[src/sv/bresenham_line_rasterizer_unit_macros.svh]
// assertion macros shared by the rasteriser rtl
`ifndef BRESENHAM_LINE_RASTERIZER_UNIT_MACROS_SVH
`define BRESENHAM_LINE_RASTERIZER_UNIT_MACROS_SVH

`ifndef SYNTHESIS
// checked only out of reset
`define BLR_ASSERT(lbl, clk, rst_n, prop) \
    lbl: assert property (@(posedge clk) disable iff (!rst_n) prop) \
        else $error("assertion failed");
// checked on every edge, reset included
`define BLR_ASSERT_ALWAYS(lbl, clk, prop) \
    lbl: assert property (@(posedge clk) prop) \
        else $error("assertion failed");
`else
`define BLR_ASSERT(lbl, clk, rst_n, prop)
`define BLR_ASSERT_ALWAYS(lbl, clk, prop)
`endif

`endif

[src/sv/blr_pkg.sv]
package blr_pkg;

    localparam int TILE_SIZE = 64;
    localparam int COORD_W   = 6;
    localparam int ADDR_W    = 12;
    localparam int COLOR_W   = 24;
    // error term lies within about +-2*63
    localparam int ERR_W     = 9;

    typedef enum logic [1:0] {
        S_IDLE,
        S_DIFF,
        S_INIT,
        S_DRAW
    } t_state;

    typedef enum logic [1:0] {
        ERR_HOLD,
        ERR_INIT,
        ERR_STEP
    } t_err_op;

    typedef struct packed {
        t_err_op              op;
        logic [COORD_W-1:0]   major;
        logic [COORD_W-1:0]   minor;
    } t_err_ctrl;

endpackage

[src/sv/blr_if.sv]
interface blr_line_if import blr_pkg::*; ();
    logic               valid;
    logic               ready;
    logic [COORD_W-1:0] start_x;
    logic [COORD_W-1:0] start_y;
    logic [COORD_W-1:0] end_x;
    logic [COORD_W-1:0] end_y;
    logic [COLOR_W-1:0] line_color;

    modport source (output valid, start_x, start_y, end_x, end_y, line_color,
                    input ready);
    modport sink   (input valid, start_x, start_y, end_x, end_y, line_color,
                    output ready);
endinterface

interface blr_pix_if import blr_pkg::*; ();
    logic               valid;
    logic               ready;
    logic [COORD_W-1:0] pixel_x;
    logic [COORD_W-1:0] pixel_y;
    logic [ADDR_W-1:0]  pixel_address;
    logic [COLOR_W-1:0] pixel_color;
    logic               last_pixel;

    modport source (output valid, pixel_x, pixel_y, pixel_address, pixel_color,
                    last_pixel, input ready);
    modport sink   (input valid, pixel_x, pixel_y, pixel_address, pixel_color,
                    last_pixel, output ready);
endinterface

[src/sv/blr_err_unit.sv]
module blr_err_unit import blr_pkg::*; (
    input  logic      i_clk,
    input  t_err_ctrl i_ctrl,
    output logic      o_err_pos
);

    logic signed [ERR_W-1:0] r_err;
    logic signed [ERR_W-1:0] n_err;
    logic signed [ERR_W-1:0] w_two_minor;
    logic signed [ERR_W-1:0] w_two_major;
    logic signed [ERR_W-1:0] w_opa;
    logic signed [ERR_W-1:0] w_opb;

    assign w_two_minor = $signed({2'b00, i_ctrl.minor, 1'b0});
    assign w_two_major = $signed({2'b00, i_ctrl.major, 1'b0});
    assign o_err_pos   = (r_err > 0);

    // the one adder, fed by the sequencer's operation
    always_comb begin
        w_opa = r_err;
        w_opb = '0;
        unique case (i_ctrl.op)
            ERR_INIT: begin
                w_opa = w_two_minor;
                w_opb = -$signed({3'b000, i_ctrl.major});
            end
            ERR_STEP: begin
                w_opa = r_err;
                w_opb = o_err_pos ? (w_two_minor - w_two_major) : w_two_minor;
            end
            default: begin
                w_opa = r_err;
                w_opb = '0;
            end
        endcase
        n_err = w_opa + w_opb;
    end

    always_ff @(posedge i_clk) begin
        if (i_ctrl.op != ERR_HOLD) begin
            r_err <= n_err;
        end
    end

endmodule

[src/sv/bresenham_line_rasterizer_unit.sv]
// channel  | dir | handshake     | beat
// i_line   | in  | valid / ready | start_x, start_y, end_x, end_y, line_color
// o_pix    | out | valid / ready | pixel_x, pixel_y, pixel_address, pixel_color,
//          |     |               | last_pixel
//
// a line of major length m is handled in order: accept, the axis
// differences, the error seed on the shared adder, then m + 1 pixels
// i_line.ready is high only while idle; the last pixel may still sit in the
// output register when the next line is accepted
// a stall on o_pix freezes the walk with the pending pixel held
// i_rst_n is synchronous, active low, and clears sequencer and output valid
`include "bresenham_line_rasterizer_unit_macros.svh"

module bresenham_line_rasterizer_unit import blr_pkg::*; (
    input  logic        i_clk,
    input  logic        i_rst_n,
    blr_line_if.sink    i_line,
    blr_pix_if.source   o_pix
);

    t_state             r_state, n_state;
    logic [COORD_W-1:0] r_x, n_x;
    logic [COORD_W-1:0] r_y, n_y;
    logic [COORD_W-1:0] r_x1, n_x1;
    logic [COORD_W-1:0] r_y1, n_y1;
    logic [COLOR_W-1:0] r_color, n_color;
    logic [COORD_W-1:0] r_major, n_major;
    logic [COORD_W-1:0] r_minor, n_minor;
    logic               r_sx_neg, n_sx_neg;
    logic               r_sy_neg, n_sy_neg;
    logic               r_xmaj, n_xmaj;
    logic [COORD_W-1:0] r_cnt, n_cnt;

    logic               r_ov, n_ov;
    logic [COORD_W-1:0] r_px, n_px;
    logic [COORD_W-1:0] r_py, n_py;
    logic [ADDR_W-1:0]  r_paddr, n_paddr;
    logic [COLOR_W-1:0] r_pcolor, n_pcolor;
    logic               r_plast, n_plast;

    logic               w_accept;
    logic               w_out_free;
    logic               w_err_pos;
    logic [COORD_W-1:0] w_dx, w_dy;
    logic [COORD_W-1:0] w_step_x, w_step_y;
    t_err_ctrl          w_err_ctrl;

    assign i_line.ready    = (r_state == S_IDLE);
    assign w_accept        = i_line.valid && i_line.ready;
    assign w_out_free      = !r_ov || o_pix.ready;

    assign o_pix.valid         = r_ov;
    assign o_pix.pixel_x       = r_px;
    assign o_pix.pixel_y       = r_py;
    assign o_pix.pixel_address = r_paddr;
    assign o_pix.pixel_color   = r_pcolor;
    assign o_pix.last_pixel    = r_plast;

    assign w_dx     = (r_x1 >= r_x) ? (r_x1 - r_x) : (r_x - r_x1);
    assign w_dy     = (r_y1 >= r_y) ? (r_y1 - r_y) : (r_y - r_y1);
    assign w_step_x = r_sx_neg ? (r_x - COORD_W'(1)) : (r_x + COORD_W'(1));
    assign w_step_y = r_sy_neg ? (r_y - COORD_W'(1)) : (r_y + COORD_W'(1));

    blr_err_unit u_err (
        .i_clk     (i_clk),
        .i_ctrl    (w_err_ctrl),
        .o_err_pos (w_err_pos)
    );

    always_ff @(posedge i_clk) begin
        if (!i_rst_n) begin
            r_state <= S_IDLE;
            r_ov    <= 1'b0;
        end else begin
            r_state <= n_state;
            r_ov    <= n_ov;
        end
    end

    always_ff @(posedge i_clk) begin
        r_x      <= n_x;
        r_y      <= n_y;
        r_x1     <= n_x1;
        r_y1     <= n_y1;
        r_color  <= n_color;
        r_major  <= n_major;
        r_minor  <= n_minor;
        r_sx_neg <= n_sx_neg;
        r_sy_neg <= n_sy_neg;
        r_xmaj   <= n_xmaj;
        r_cnt    <= n_cnt;
        r_px     <= n_px;
        r_py     <= n_py;
        r_paddr  <= n_paddr;
        r_pcolor <= n_pcolor;
        r_plast  <= n_plast;
    end

    always_comb begin
        n_state  = r_state;
        n_x      = r_x;
        n_y      = r_y;
        n_x1     = r_x1;
        n_y1     = r_y1;
        n_color  = r_color;
        n_major  = r_major;
        n_minor  = r_minor;
        n_sx_neg = r_sx_neg;
        n_sy_neg = r_sy_neg;
        n_xmaj   = r_xmaj;
        n_cnt    = r_cnt;
        n_ov     = r_ov && !o_pix.ready;
        n_px     = r_px;
        n_py     = r_py;
        n_paddr  = r_paddr;
        n_pcolor = r_pcolor;
        n_plast  = r_plast;
        w_err_ctrl.op    = ERR_HOLD;
        w_err_ctrl.major = r_major;
        w_err_ctrl.minor = r_minor;

        unique case (r_state)
            S_IDLE: begin
                if (w_accept) begin
                    n_x     = i_line.start_x;
                    n_y     = i_line.start_y;
                    n_x1    = i_line.end_x;
                    n_y1    = i_line.end_y;
                    n_color = i_line.line_color;
                    n_state = S_DIFF;
                end
            end
            S_DIFF: begin
                n_sx_neg = (r_x1 < r_x);
                n_sy_neg = (r_y1 < r_y);
                // ties go to y as the major axis
                n_xmaj   = (w_dx > w_dy);
                n_major  = (w_dx > w_dy) ? w_dx : w_dy;
                n_minor  = (w_dx > w_dy) ? w_dy : w_dx;
                n_state  = S_INIT;
            end
            S_INIT: begin
                w_err_ctrl.op = ERR_INIT;
                n_cnt   = r_major;
                n_state = S_DRAW;
            end
            S_DRAW: begin
                if (w_out_free) begin
                    n_ov     = 1'b1;
                    n_px     = r_x;
                    n_py     = r_y;
                    n_paddr  = ADDR_W'(ADDR_W'(r_y) * ADDR_W'(TILE_SIZE)) + ADDR_W'(r_x);
                    n_pcolor = r_color;
                    n_plast  = (r_cnt == '0);
                    if (r_cnt == '0) begin
                        n_state = S_IDLE;
                    end else begin
                        w_err_ctrl.op = ERR_STEP;
                        n_cnt = r_cnt - COORD_W'(1);
                        // major axis always steps, minor when the error is positive
                        if (r_xmaj) begin
                            n_x = w_step_x;
                            if (w_err_pos) begin
                                n_y = w_step_y;
                            end
                        end else begin
                            n_y = w_step_y;
                            if (w_err_pos) begin
                                n_x = w_step_x;
                            end
                        end
                    end
                end
            end
            default: begin
                n_state = S_IDLE;
            end
        endcase
    end

    `BLR_ASSERT(a_accept_leaves_idle, i_clk, i_rst_n,
        w_accept |=> (r_state == S_DIFF) && !i_line.ready)
    `BLR_ASSERT(a_walk_ends_at_end, i_clk, i_rst_n,
        (r_state == S_DRAW) && (r_cnt == '0) |-> (r_x == r_x1) && (r_y == r_y1))
    `BLR_ASSERT(a_last_returns_idle, i_clk, i_rst_n,
        (r_state == S_DRAW) && w_out_free && (r_cnt == '0)
            |=> r_ov && r_plast && (r_state == S_IDLE))
    `BLR_ASSERT_ALWAYS(a_reset_clears, i_clk, !i_rst_n |=> !r_ov && (r_state == S_IDLE))

endmodule
[src/flat_wrapper.sv]
// flat-port wrapper written by rule: the top's interface ports become plain ports
module bresenham_line_rasterizer_unit_flat import blr_pkg::*;
  (i_clk, i_rst_n, i_line_valid, i_line_start_x, i_line_start_y, i_line_end_x, i_line_end_y, i_line_line_color, i_line_ready, o_pix_valid, o_pix_pixel_x, o_pix_pixel_y, o_pix_pixel_address, o_pix_pixel_color, o_pix_last_pixel, o_pix_ready);
  blr_line_if i_line_i ();
  blr_pix_if o_pix_i ();
  input  logic i_clk;
  input  logic i_rst_n;
  input wire logic [$bits(i_line_i.valid)-1:0] i_line_valid;
  input wire logic [$bits(i_line_i.start_x)-1:0] i_line_start_x;
  input wire logic [$bits(i_line_i.start_y)-1:0] i_line_start_y;
  input wire logic [$bits(i_line_i.end_x)-1:0] i_line_end_x;
  input wire logic [$bits(i_line_i.end_y)-1:0] i_line_end_y;
  input wire logic [$bits(i_line_i.line_color)-1:0] i_line_line_color;
  output wire logic [$bits(i_line_i.ready)-1:0] i_line_ready;
  output wire logic [$bits(o_pix_i.valid)-1:0] o_pix_valid;
  output wire logic [$bits(o_pix_i.pixel_x)-1:0] o_pix_pixel_x;
  output wire logic [$bits(o_pix_i.pixel_y)-1:0] o_pix_pixel_y;
  output wire logic [$bits(o_pix_i.pixel_address)-1:0] o_pix_pixel_address;
  output wire logic [$bits(o_pix_i.pixel_color)-1:0] o_pix_pixel_color;
  output wire logic [$bits(o_pix_i.last_pixel)-1:0] o_pix_last_pixel;
  input wire logic [$bits(o_pix_i.ready)-1:0] o_pix_ready;
  assign i_line_i.valid = i_line_valid;
  assign i_line_i.start_x = i_line_start_x;
  assign i_line_i.start_y = i_line_start_y;
  assign i_line_i.end_x = i_line_end_x;
  assign i_line_i.end_y = i_line_end_y;
  assign i_line_i.line_color = i_line_line_color;
  assign i_line_ready = i_line_i.ready;
  assign o_pix_valid = o_pix_i.valid;
  assign o_pix_pixel_x = o_pix_i.pixel_x;
  assign o_pix_pixel_y = o_pix_i.pixel_y;
  assign o_pix_pixel_address = o_pix_i.pixel_address;
  assign o_pix_pixel_color = o_pix_i.pixel_color;
  assign o_pix_last_pixel = o_pix_i.last_pixel;
  assign o_pix_i.ready = o_pix_ready;
  bresenham_line_rasterizer_unit u_core (.i_clk(i_clk), .i_rst_n(i_rst_n), .i_line(i_line_i), .o_pix(o_pix_i));
endmodule
[config.mk]
export PLATFORM = sky130hd
export DESIGN_NAME = bresenham_line_rasterizer_unit_flat
export DESIGN_NICKNAME = d
export VERILOG_FILES = /design/src/sv/blr_pkg.sv /design/src/sv/blr_if.sv /design/src/sv/blr_err_unit.sv /design/src/sv/bresenham_line_rasterizer_unit.sv /design/src/flat_wrapper.sv
export VERILOG_INCLUDE_DIRS = /design/src /design/src/sv
export SDC_FILE = /design/constraint.sdc
export NUM_CORES = 1
export LEC_CHECK = 0
export ABC_AREA = 1
export ABC_CLOCK_PERIOD_IN_PS = 3600
export BUFFER_PORTS_ARGS = -buffer_cell sky130_fd_sc_hd__buf_2
export CAP_MARGIN = 20
export CORE_AREA = 3 3 128 130
export CTS_BUF_LIST = sky130_fd_sc_hd__clkbuf_8
export DETAILED_ROUTE_END_ITERATION = 8
export DIE_AREA = 0 0 131 133
export SLEW_MARGIN = 40
export SYNTH_ARGS = -nofsm -noshare
export SYNTH_HDL_FRONTEND = slang
export SYNTH_SLANG_ARGS = --single-unit
[constraint.sdc]
create_clock -name i_clk -period 3.6 [get_ports i_clk]
set_input_delay 0 -clock i_clk [delete_from_list [all_inputs] [get_ports i_clk]]
set_output_delay 0 -clock i_clk [all_outputs]
set_load 0.01 [all_outputs]
==> results of run 1 <==
-- cells in the final DEF, fill, tap and decap left out, types with 3 or more instances in the layout --
cell type	netlist	layout
o21ai_0	35	34
o21bai_1	3	3
xor2_1	15	15
buf_4	15	7
fa_1	8	8
nor2_1	31	31
edfxtp_1	115	115
a21oi_1	29	29
nand3_1	43	43
clkinv_4	0	3
buf_2	6	102
bufinv_16	0	3
dfxtp_1	3	3
dlygate4sd3_1	0	50
xnor2_1	10	10
inv_2	6	6
inv_1	106	106
nand2_2	5	5
ha_1	55	55
nand2_1	175	175
clkbuf_8	0	17
nand4_1	16	16
nand3_2	3	3
inv_6	0	6
a31oi_1	7	7
-- worst max-delay path, cell delays in order (launching register included) --
cell and delay, ns:
edfxtp_1 0.47, ha_1 0.22, inv_1 0.05, fa_1 0.43, nand2_1 0.11, nand3_2 0.09, nor2_2 0.20, nand2_1 0.12
and2_1 0.18, ha_1 0.30, inv_1 0.06, o21bai_1 0.05, nand2_1 0.05, inv_1 0.04, o21ai_2 0.12, buf_4 0.19
inv_2 0.12, nand3_1 0.10, nand2_1 0.06
-- layer usage --
layer,global-route usage [%],up-vias,share of wire [%]
met5,0,-,0
met4,6.69,0,2.1
met3,4.00,21,4.1
met2,28.8,118,48
met1,22.3,2365,46
li1,-,2663,-
-- sequential cells by signal, indices dropped and copies added, names as in the netlist, 6 cells and up, named ones only --
| signal | flops |
|---|---|
| u_core.o_pix.pixel_color | 24 |
| u_core.r_color | 24 |
| u_core.o_pix.pixel_address | 12 |
| u_core.u_err.r_err | 8 |
| u_core.r_cnt | 6 |
| u_core.r_major | 6 |
| u_core.r_minor | 6 |
| u_core.r_x1 | 6 |
| u_core.r_x | 6 |
| u_core.r_y1 | 6 |
| u_core.r_y | 6 |
-- stage by stage --
| stage | total power, mW | std cells | cell area, um2 |
|---|---|---|---|
| CTS | 8.63 | 1089 | 8470 |
| detailed placement | 7.24 | 1007 | 7540 |
| global placement | 7.12 | 1007 | 7540 |
| floorplan | 6.22 | 715 | 6900 |
| global route | 9.51 | 1089 | 8470 |
| finish | 8.57 | 1089 | 8470 |
-- what timing repair did --
item | 4_1_cts | 5_1_grt
endpoints found under the hold margin | 51 | 0
buffers inserted | 0 | 0
gates resized for setup | 0 | 0
hold buffers | 50 | 0
-- kinds of logic after synthesis --
logic type	after synthesis	synth area share, %
other cells	1	0.0543
compound gates	83	6.74
fa+ha+maj	63	12.3
flops	118	50.9
buf+inv	140	8.79
xor+xnor	25	3.17
simple gates	285	18.0
-- final timing paths --
kind	from	to	slack, ns
setup reg to reg	u_core.r_x[0]	u_core.r_minor[5]	0.41
setup / recovery	u_core.r_x[0]	u_core.r_minor[5]	0.41
hold / removal	i_line_valid	u_core.r_state[0]	0.06
hold reg to reg	u_core.r_color[11]	u_core.o_pix.pixel_color[11]	0.42
-- Yosys cell counts (2+ instances only) --
master | instances | area (um2)
fa_1 | 8 | 160
buf_2 | 6 | 30.0
ha_1 | 55 | 688
o21ai_0 | 35 | 175
nor2_4 | 2 | 22.5
nand2_2 | 5 | 31.3
nand3_1 | 43 | 215
inv_1 | 106 | 398
nand4_1 | 16 | 100
o31ai_1 | 2 | 15.0
buf_6 | 2 | 22.5
o21ai_2 | 2 | 17.5
a21o_1 | 2 | 15.0
nor2_2 | 2 | 12.5
o21bai_1 | 3 | 22.5
clkbuf_2 | 2 | 10.0
a31oi_1 | 7 | 43.8
dfxtp_1 | 3 | 60.1
xor2_1 | 15 | 131
edfxtp_1 | 115 | 3450
buf_4 | 15 | 113
a21oi_1 | 29 | 145
nand3_2 | 3 | 30.0
nand2_1 | 175 | 657
nor2_1 | 31 | 116
inv_2 | 6 | 22.5
xnor2_1 | 10 | 87.6
nand2_4 | 2 | 22.5
clkbuf_1 | 3 | 11.3
-- cell type report --
cell class / count / area, um2
Inverter: 112 / 420
Sequential cell: 118 / 3510
Timing Repair Buffer: 159 / 1060
Clock inverter: 15 / 193
Clock buffer: 17 / 234
Tap cell: 211 / 264
Fill cell: 1368 / 6790
Multi-Input combinational cell: 457 / 2780
-- report_power, final --
part / internal [mW] / switching [mW] / total, mW
clock: 0.704 / 0.602 / 1.31
combinational: 1.75 / 2.96 / 4.71
sequential: 2.27 / 0.281 / 2.55
==> metrics.csv, run 1 <==
metric,value,unit
grt ovf,0,
Fin Hold WS,0.0648,ns
Syn Inst Count,715,
fin. max-slew vios,0,
gr usage total,17.5,%
net count after synthesis,830,
Ys Warns,0,
DP HPWL,10.8,mm
Antenna Cells,0,
actual slew at the worst max-slew pin,0.697,ns
setup violators final,0,
DR vias/cell,4.74,
DIE AREA,17400,um2
unique cell type count in the Yosys netlist,39,
Tcrit/Tclk final,88.6,%
R2R cell count,18,
clock slew at reported path FFs,0.08,ns
"flops & latches, synth",118,
nets,980,
CP arrival,3.38,ns
critical path class,reg2reg,
CORE AREA,15300,um2
hold path depth,7,
initial core utilization,45.2,%
ANT nets after route,0,
CTS Sinks,118,
Final Util,55.5,%
area grow syn2layout,22.7,%
unrepaired setup endpoints after global routing,false,
H-tree lvl count,4,
initial antenna violation count,0,
pre-CTS setup slack,0.416,ns
layout cells sized above 1,18.8,%
drt pass-1 iters,5,
setup total negative slack,0,ns
CTS tree,done,
sequential-to-total area share from yosys stat,50.9,%
synthesized area,6900,um2
Port Buf Inserts,102,
Post-synth top flop,edfxtp_1,
CTS root buf,clkbuf_8,
clock tree buffer depth,2,
Top Ports,103,
clock skew,0.0145,ns
crit path time final,3.19,ns
Die H,133,um
DRC Markers,0,
Routed wire per std cell,13.2,um
GP Congestion,0.932,
Worst setup SP type,flip-flop,
Slew HR,53.5,%
CP Max Fanout,13,
first-pass GRT wire length,24.3,mm
"Hold Violations, Final",0,
power density of the placed cells,1010,nW/um2
number of max-cap violations,0,
CP Capture Type,flip-flop,
die width,131,um
worst setup margin,0.409,ns
row cnt,45,
fmax,0.313,GHz
peak supply drop,0.471,mV
status,finished clean,
Clock Latency Late Sink,0.44,ns
Routed Wire Length,14.4,mm
vias in the first global route,5275,
HP Class,in2reg,
detailed-route via count,5167,
"Avg Cell Area, Syn",9.65,um2
CTS buffer count,17,
asr flop ratio synth,0,%
leakage power total,4.00,nW
number of synthesized flops with an enable pin,115,
largest net degree at the start of global routing,38,
initial drt markers,289,
Worst Path Required,3.78,ns
No activity file was read; power rests on OpenSTA's default activity.
==> inputs of run 2 (changes only) <==
--- a/config.mk
+++ b/config.mk
@@ -7,13 +7,16 @@
 export NUM_CORES = 1
 export LEC_CHECK = 0
 export ABC_AREA = 1
-export ABC_CLOCK_PERIOD_IN_PS = 3600
+export ABC_CLOCK_PERIOD_IN_PS = 2900
 export BUFFER_PORTS_ARGS = -buffer_cell sky130_fd_sc_hd__buf_2
 export CAP_MARGIN = 20
-export CORE_AREA = 3 3 128 130
+export CELL_PAD_IN_SITES_DETAIL_PLACEMENT = 1
+export CELL_PAD_IN_SITES_GLOBAL_PLACEMENT = 1
+export CORE_AREA = 3 3 134 136
 export CTS_BUF_LIST = sky130_fd_sc_hd__clkbuf_8
 export DETAILED_ROUTE_END_ITERATION = 8
-export DIE_AREA = 0 0 131 133
+export DIE_AREA = 0 0 137 139
+export PLACE_DENSITY_LB_ADDON = 0.1
 export SLEW_MARGIN = 40
 export SYNTH_ARGS = -nofsm -noshare
 export SYNTH_HDL_FRONTEND = slang
==> constraint.sdc (replaced) <==
create_clock -name i_clk -period 2.9 [get_ports i_clk]
set_input_delay 0 -clock i_clk [delete_from_list [all_inputs] [get_ports i_clk]]
set_output_delay 0 -clock i_clk [all_outputs]
set_load 0.01 [all_outputs]
==> run 2 against run 1 <==
Against the previous run:
- the flow now finishes with violations (negative setup slack)
- via count up 8.3%
- die area up 9.3%
- global-route usage up 2.0 points
- register-to-register slack worse by 0.57 ns
- sequential share of layout area down 2.6 points
==> metrics.csv, run 2 (synthesis results as in run 1) <==
metric,value,unit
status,finished with violations,
violated checks,negative setup slack,
nets,1021,
Die H,139,um
number of max-cap violations,0,
Final Non-Filler Cells,1144,
clock slew at reported path FFs,0.08,ns
initial drt markers,237,
most frequent cells in the layout,"150 x nand2_1, 115 x edfxtp_1, 102 x buf_2",
reg-to-reg startpoint,u_core.r_y1[0],
unrepaired setup endpoints after global routing,true,
DP HPWL,13.3,mm
Worst Path Required,3.10,ns
CTS tree,done,
worst path buffer plus inverter count,6,
initial core utilization,40.5,%
dpl cell area,7780,um2
CTS root buf,clkbuf_8,
"CP delay by family, top",adder cells,
DIE AREA,19000,um2
GP Congestion,0.859,
pre-CTS setup slack,-0.157,ns
DR vias/cell,4.89,
Routed Wire Length,18.5,mm
Placed Cells,1049,
HP Class,in2reg,
Routed wire per std cell,16.2,um
critical path's largest stage delay,0.39,ns
setup violators final,13,
grt ovf,0,
largest net degree at the start of global routing,38,
clock skew,0.00796,ns
Setup crit start,u_core.r_y1[0],
design area,9050,um2
Top Ports,103,
CORE AREA,17100,um2
detailed-route via count,5597,
"most common cell after layout, fill and taps aside",nand2_1,
DRC Markers,0,
H-tree lvl count,4,
CTS Sinks,118,
ANT nets after route,0,
number of fill cells in the layout,1988,
initial antenna violation count,0,
Clock Latency Late Sink,0.45,ns
Tcrit/Tclk final,106,%
Slew HR,50.1,%
Port Buf Inserts,102,
Worst setup SP type,flip-flop,
Fin Hold WS,0.0755,ns
"Hold Violations, Final",0,
CP arrival,3.27,ns
layout cells sized above 1,29.4,%
Worst path slowest cell,fa_2,
vias in the first global route,5987,
"critical path, cell by cell",inv_1 > ha_2 > inv_1 > fa_2 > nand3_2 > nand3_2 > inv_2 > nand2_4 > nand2_1 > nand2_1 > ha_4 > inv_1 > o21bai_1 > nand2_1 > inv_2 > o21ai_4 > clkinv_4 > nand3_2 > nand2_1,
worst setup margin,-0.163,ns
CTS buffer count,17,
clock tree buffer depth,2,
Antenna Cells,0,
die width,137,um
first-pass GRT wire length,29.2,mm
critical path class,reg2reg,
cell mode on critical path,nand2_1,
gr usage total,19.6,%
crit path time final,3.06,ns
min-delay src,i_line_valid,
area grow syn2layout,31.1,%
row cnt,48,
CP Capture Type,flip-flop,
CP Max Fanout,7,
fmax,0.326,GHz
drt pass-1 iters,4,
fin. max-slew vios,0,
actual slew at the worst max-slew pin,0.749,ns
run 2: cell types whose count changed in the layout (fill, tap and decap cells not counted), moves of 6 or more:
cell     before  now
buf_4         7   45
ha_1         55   43
ha_2          0    6
ha_4          0    6
inv_1       106  100
nand2_1     175  150
nand2_2       5   28
nand3_1      43   34
nand3_2       3   11
run 2: path summary, 6_finish.rpt:
| kind | endpoint | slack (ns) | depth (start not counted) |
|---|---|---|---|
| worst max register to register | u_core.r_minor[2] | -0.16 | 19 |
| worst max-delay path | u_core.r_minor[2] | -0.16 | 19 |
| worst min-delay path | u_core.r_state[0] | 0.08 | 7 |
| worst min register to register | u_core.o_pix.pixel_color[13] | 0.42 | 0 |
run 2: what timing repair did:
item / CTS / global route
endpoints found under the hold margin: 51 / 0
hold buffers: 50 / 0
cloned: 1 / 1
buffers inserted: 2 / 9
setup endpoints to repair: 13 / 16
pin swaps: 2 / 33
gates resized for setup: 14 / 67
run 2: area by class of cell:
type,count,area (um2),share of cell area [%]
sequential,118,3510,38.8
multi-input combinational,457,3050,33.7
timing repair buffer,199,1370,15.2
inverter,112,425,4.70
tap,225,282,3.11
clock buffer,17,234,2.59
clock inverter,15,160,1.77
timing repair inverter,1,11.3,0.124
run 2: tightest hold or removal path: stages:
cell and delay (ns):
buf_2 0.11, inv_1 0.04, nand2_1 0.04, nand2_1 0.08
a21oi_1 0.06, o21ai_0 0.09, a21oi_1 0.07
run 2: layer usage:
layer  GRT usage (%)  vias to the layer above  wire length (um)
met4            8.04                        0               438
met1            23.1                     2712              7710
met3            3.70                       35               578
met5               0                        -                 0
met2            34.5                      106              9790
li1                -                     2744                 -
run 2: through the flow:
| stage | util, % | TNS (ns) |
|---|---|---|
| after global placement | 45.6 | -0.0160 |
| after floorplan | - | 0 |
| after CTS | 51.3 | -0.831 |
| final | 53.1 | -1.59 |
| after global routing | 53.1 | -3.38 |
| after detailed placement | 45.6 | -1.68 |
Power of run 2 is not shown: default switching activity piles up to over one toggle a cycle in this logic, so the estimate is an artifact.
==> inputs of run 3 (changes only) <==
--- a/config.mk
+++ b/config.mk
@@ -8,14 +8,14 @@
 export LEC_CHECK = 0
 export ABC_AREA = 1
 export ABC_CLOCK_PERIOD_IN_PS = 2900
-export BUFFER_PORTS_ARGS = -buffer_cell sky130_fd_sc_hd__buf_2
 export CAP_MARGIN = 20
 export CELL_PAD_IN_SITES_DETAIL_PLACEMENT = 1
 export CELL_PAD_IN_SITES_GLOBAL_PLACEMENT = 1
-export CORE_AREA = 3 3 134 136
+export CORE_AREA = 3 3 153 110
 export CTS_BUF_LIST = sky130_fd_sc_hd__clkbuf_8
 export DETAILED_ROUTE_END_ITERATION = 8
-export DIE_AREA = 0 0 137 139
+export DIE_AREA = 0 0 156 113
+export DONT_BUFFER_PORTS = 1
 export PLACE_DENSITY_LB_ADDON = 0.1
 export SLEW_MARGIN = 40
 export SYNTH_ARGS = -nofsm -noshare
==> run 3 against run 2 <==
Against the previous run:
- the flow still finishes with violations (negative setup slack)
- register-to-register slack better by 0.096 ns
- core utilization increased by 1.8 points
- sequential share of layout area is 2.6 points higher
- via count fell by 6.0%
- die area fell by 7.4%
- non-clock buffer count down 84
- wire length is 1.8% higher
- flip-flop and latch count did not move
- global-route usage rose by 3.1 points
- design area fell by 6.3%
- first-iteration DRC count increased by 3.8%
- largest cell class unchanged
==> metrics.csv, run 3 (synthesis results as in run 1) <==
metric,value,unit
fmax,0.337,GHz
Worst Path Required,3.11,ns
Port Buf Inserts,0,
initial drt markers,246,
layout cells sized above 1,18.6,%
clock skew,0.0144,ns
Clock Latency Late Sink,0.45,ns
fin. max-slew vios,0,
"Hold Violations, Final",0,
Die H,113,um
Routed wire per std cell,18.2,um
vias in the first global route,5767,
critical path class,reg2reg,
pre-CTS setup slack,-0.206,ns
nets,936,
crit path time final,2.97,ns
status,finished with violations,
violated checks,negative setup slack,
power density of the placed cells,1410,nW/um2
CTS root buf,clkbuf_8,
row cnt,38,
CTS buffer count,17,
setup violators final,12,
Top Ports,103,
DRC Markers,0,
H-tree lvl count,4,
DP HPWL,14.0,mm
clock tree buffer depth,2,
Tcrit/Tclk final,102,%
gr usage total,22.7,%
initial core utilization,44.7,%
CP Max Fanout,6,
area grow syn2layout,22.8,%
number of max-cap violations,0,
CP Capture Type,flip-flop,
die width,156,um
CTS tree,done,
peak supply drop,0.805,mV
DIE AREA,17600,um2
CP arrival,3.17,ns
Routed Wire Length,18.8,mm
Worst setup SP type,flip-flop,
Placed Cells,937,
ANT nets after route,0,
detailed-route via count,5262,
DR vias/cell,5.09,
CORE AREA,15500,um2
Final Non-Filler Cells,1034,
HP Class,in2reg,
Slew HR,61.3,%
Antenna Cells,0,
GP Congestion,0.884,
clock slew at reported path FFs,0.09,ns
"most common cell after layout, fill and taps aside",nand2_1,
leakage power total,3.84,nW
worst setup margin,-0.0669,ns
largest net degree at the start of global routing,38,
grt ovf,0,
initial antenna violation count,0,
actual slew at the worst max-slew pin,0.576,ns
number of fill cells in the layout,1732,
first-pass GRT wire length,31.0,mm
drt pass-1 iters,4,
most frequent cells in the layout,"168 x nand2_1, 115 x edfxtp_1, 101 x inv_1",
CTS Sinks,118,
unrepaired setup endpoints after global routing,true,
==> run 3: cell count changes in the layout (fill, tap and decap cells not counted), moves of 8 or more <==
cell / previous run / this run
buf_2: 102 / 0
nand2_1: 150 / 168
buf_4: 45 / 62
nand2_2: 28 / 12
nand3_1: 34 / 43
nand3_2: 11 / 3
==> run 3: report_power, final <==
group / switching, mW / internal [mW]
logic: 4.36 / 3.01
registers: 0.371 / 2.83
clock network: 0.810 / 0.624
total: 5.54 / 6.46
==> run 3: cell type report <==
class / instances / area (um2) / share of cell area [%]
clock inverter: 15 / 133 / 1.56
inverter: 112 / 423 / 4.99
tap: 200 / 250 / 2.95
multi-input combinational: 457 / 2930 / 34.5
clock buffer: 17 / 234 / 2.76
sequential: 118 / 3510 / 41.5
timing repair buffer: 115 / 997 / 11.8
==> run 3: per-layer routing <==
| layer | GRT usage (%) | up-vias | wire length (um) |
|---|---|---|---|
| met1 | 32.0 | 2580 | 9140 |
| li1 | - | 2572 | - |
| met3 | 5.05 | 9 | 848 |
| met2 | 36.6 | 101 | 8720 |
| met5 | 0 | - | 0 |
| met4 | 4.06 | 0 | 131 |
==> run 3: critical path, cell delays in order, from the launching register on <==
cell,delay (ns)
edfxtp_1,0.39
inv_1,0.09
ha_1,0.19
inv_1,0.07
fa_2,0.36
nand3_1,0.11
nand3_2,0.11
inv_2,0.09
nand2_2,0.09
nand2_1,0.11
nand2_1,0.07
ha_1,0.28
nand2_2,0.06
nor2_1,0.14
nand2_1,0.07
inv_1,0.09
o21ai_4,0.08
buf_4,0.16
nand3_1,0.08
nand2_1,0.07
==> run 3: worst paths after layout <==
path,slack (ns),depth (start not counted),end,startpoint
worst min register to register,0.42,0,u_core.o_pix.pixel_color[22],u_core.r_color[22]
worst min-delay path,0.16,3,u_core.r_x1[5],i_line_valid
worst max register to register,-0.07,19,u_core.r_major[4],u_core.r_y1[0]
worst max-delay path,-0.07,19,u_core.r_major[4],u_core.r_y1[0]
==> run 3: metrics by stage <==
stage / instance area (um2) / power, mW / TNS [ns] / hold WS [ns] / utilization [%]
CTS: 8390 / 11.9 / -0.417 / 0.136 / 54.3
floorplan: 6920 / 7.75 / 0 / 0.0989 / -
global route: 8480 / 13.2 / -2.99 / 0.149 / 54.9
detailed placement: 7350 / 9.89 / -2.21 / 0.0989 / 47.6
global placement: 7350 / 9.52 / -0.472 / 0.0989 / 47.6
finish: 8480 / 12.0 / -0.382 / 0.157 / 54.9
==> run 3: repair_timing <==
item,4_1_cts,5_1_grt
pin swaps,4,9
gates resized for setup,24,19
buffers inserted,8,5
hold buffers,52,0
endpoints found under the hold margin,51,0
setup endpoints to repair,13,16
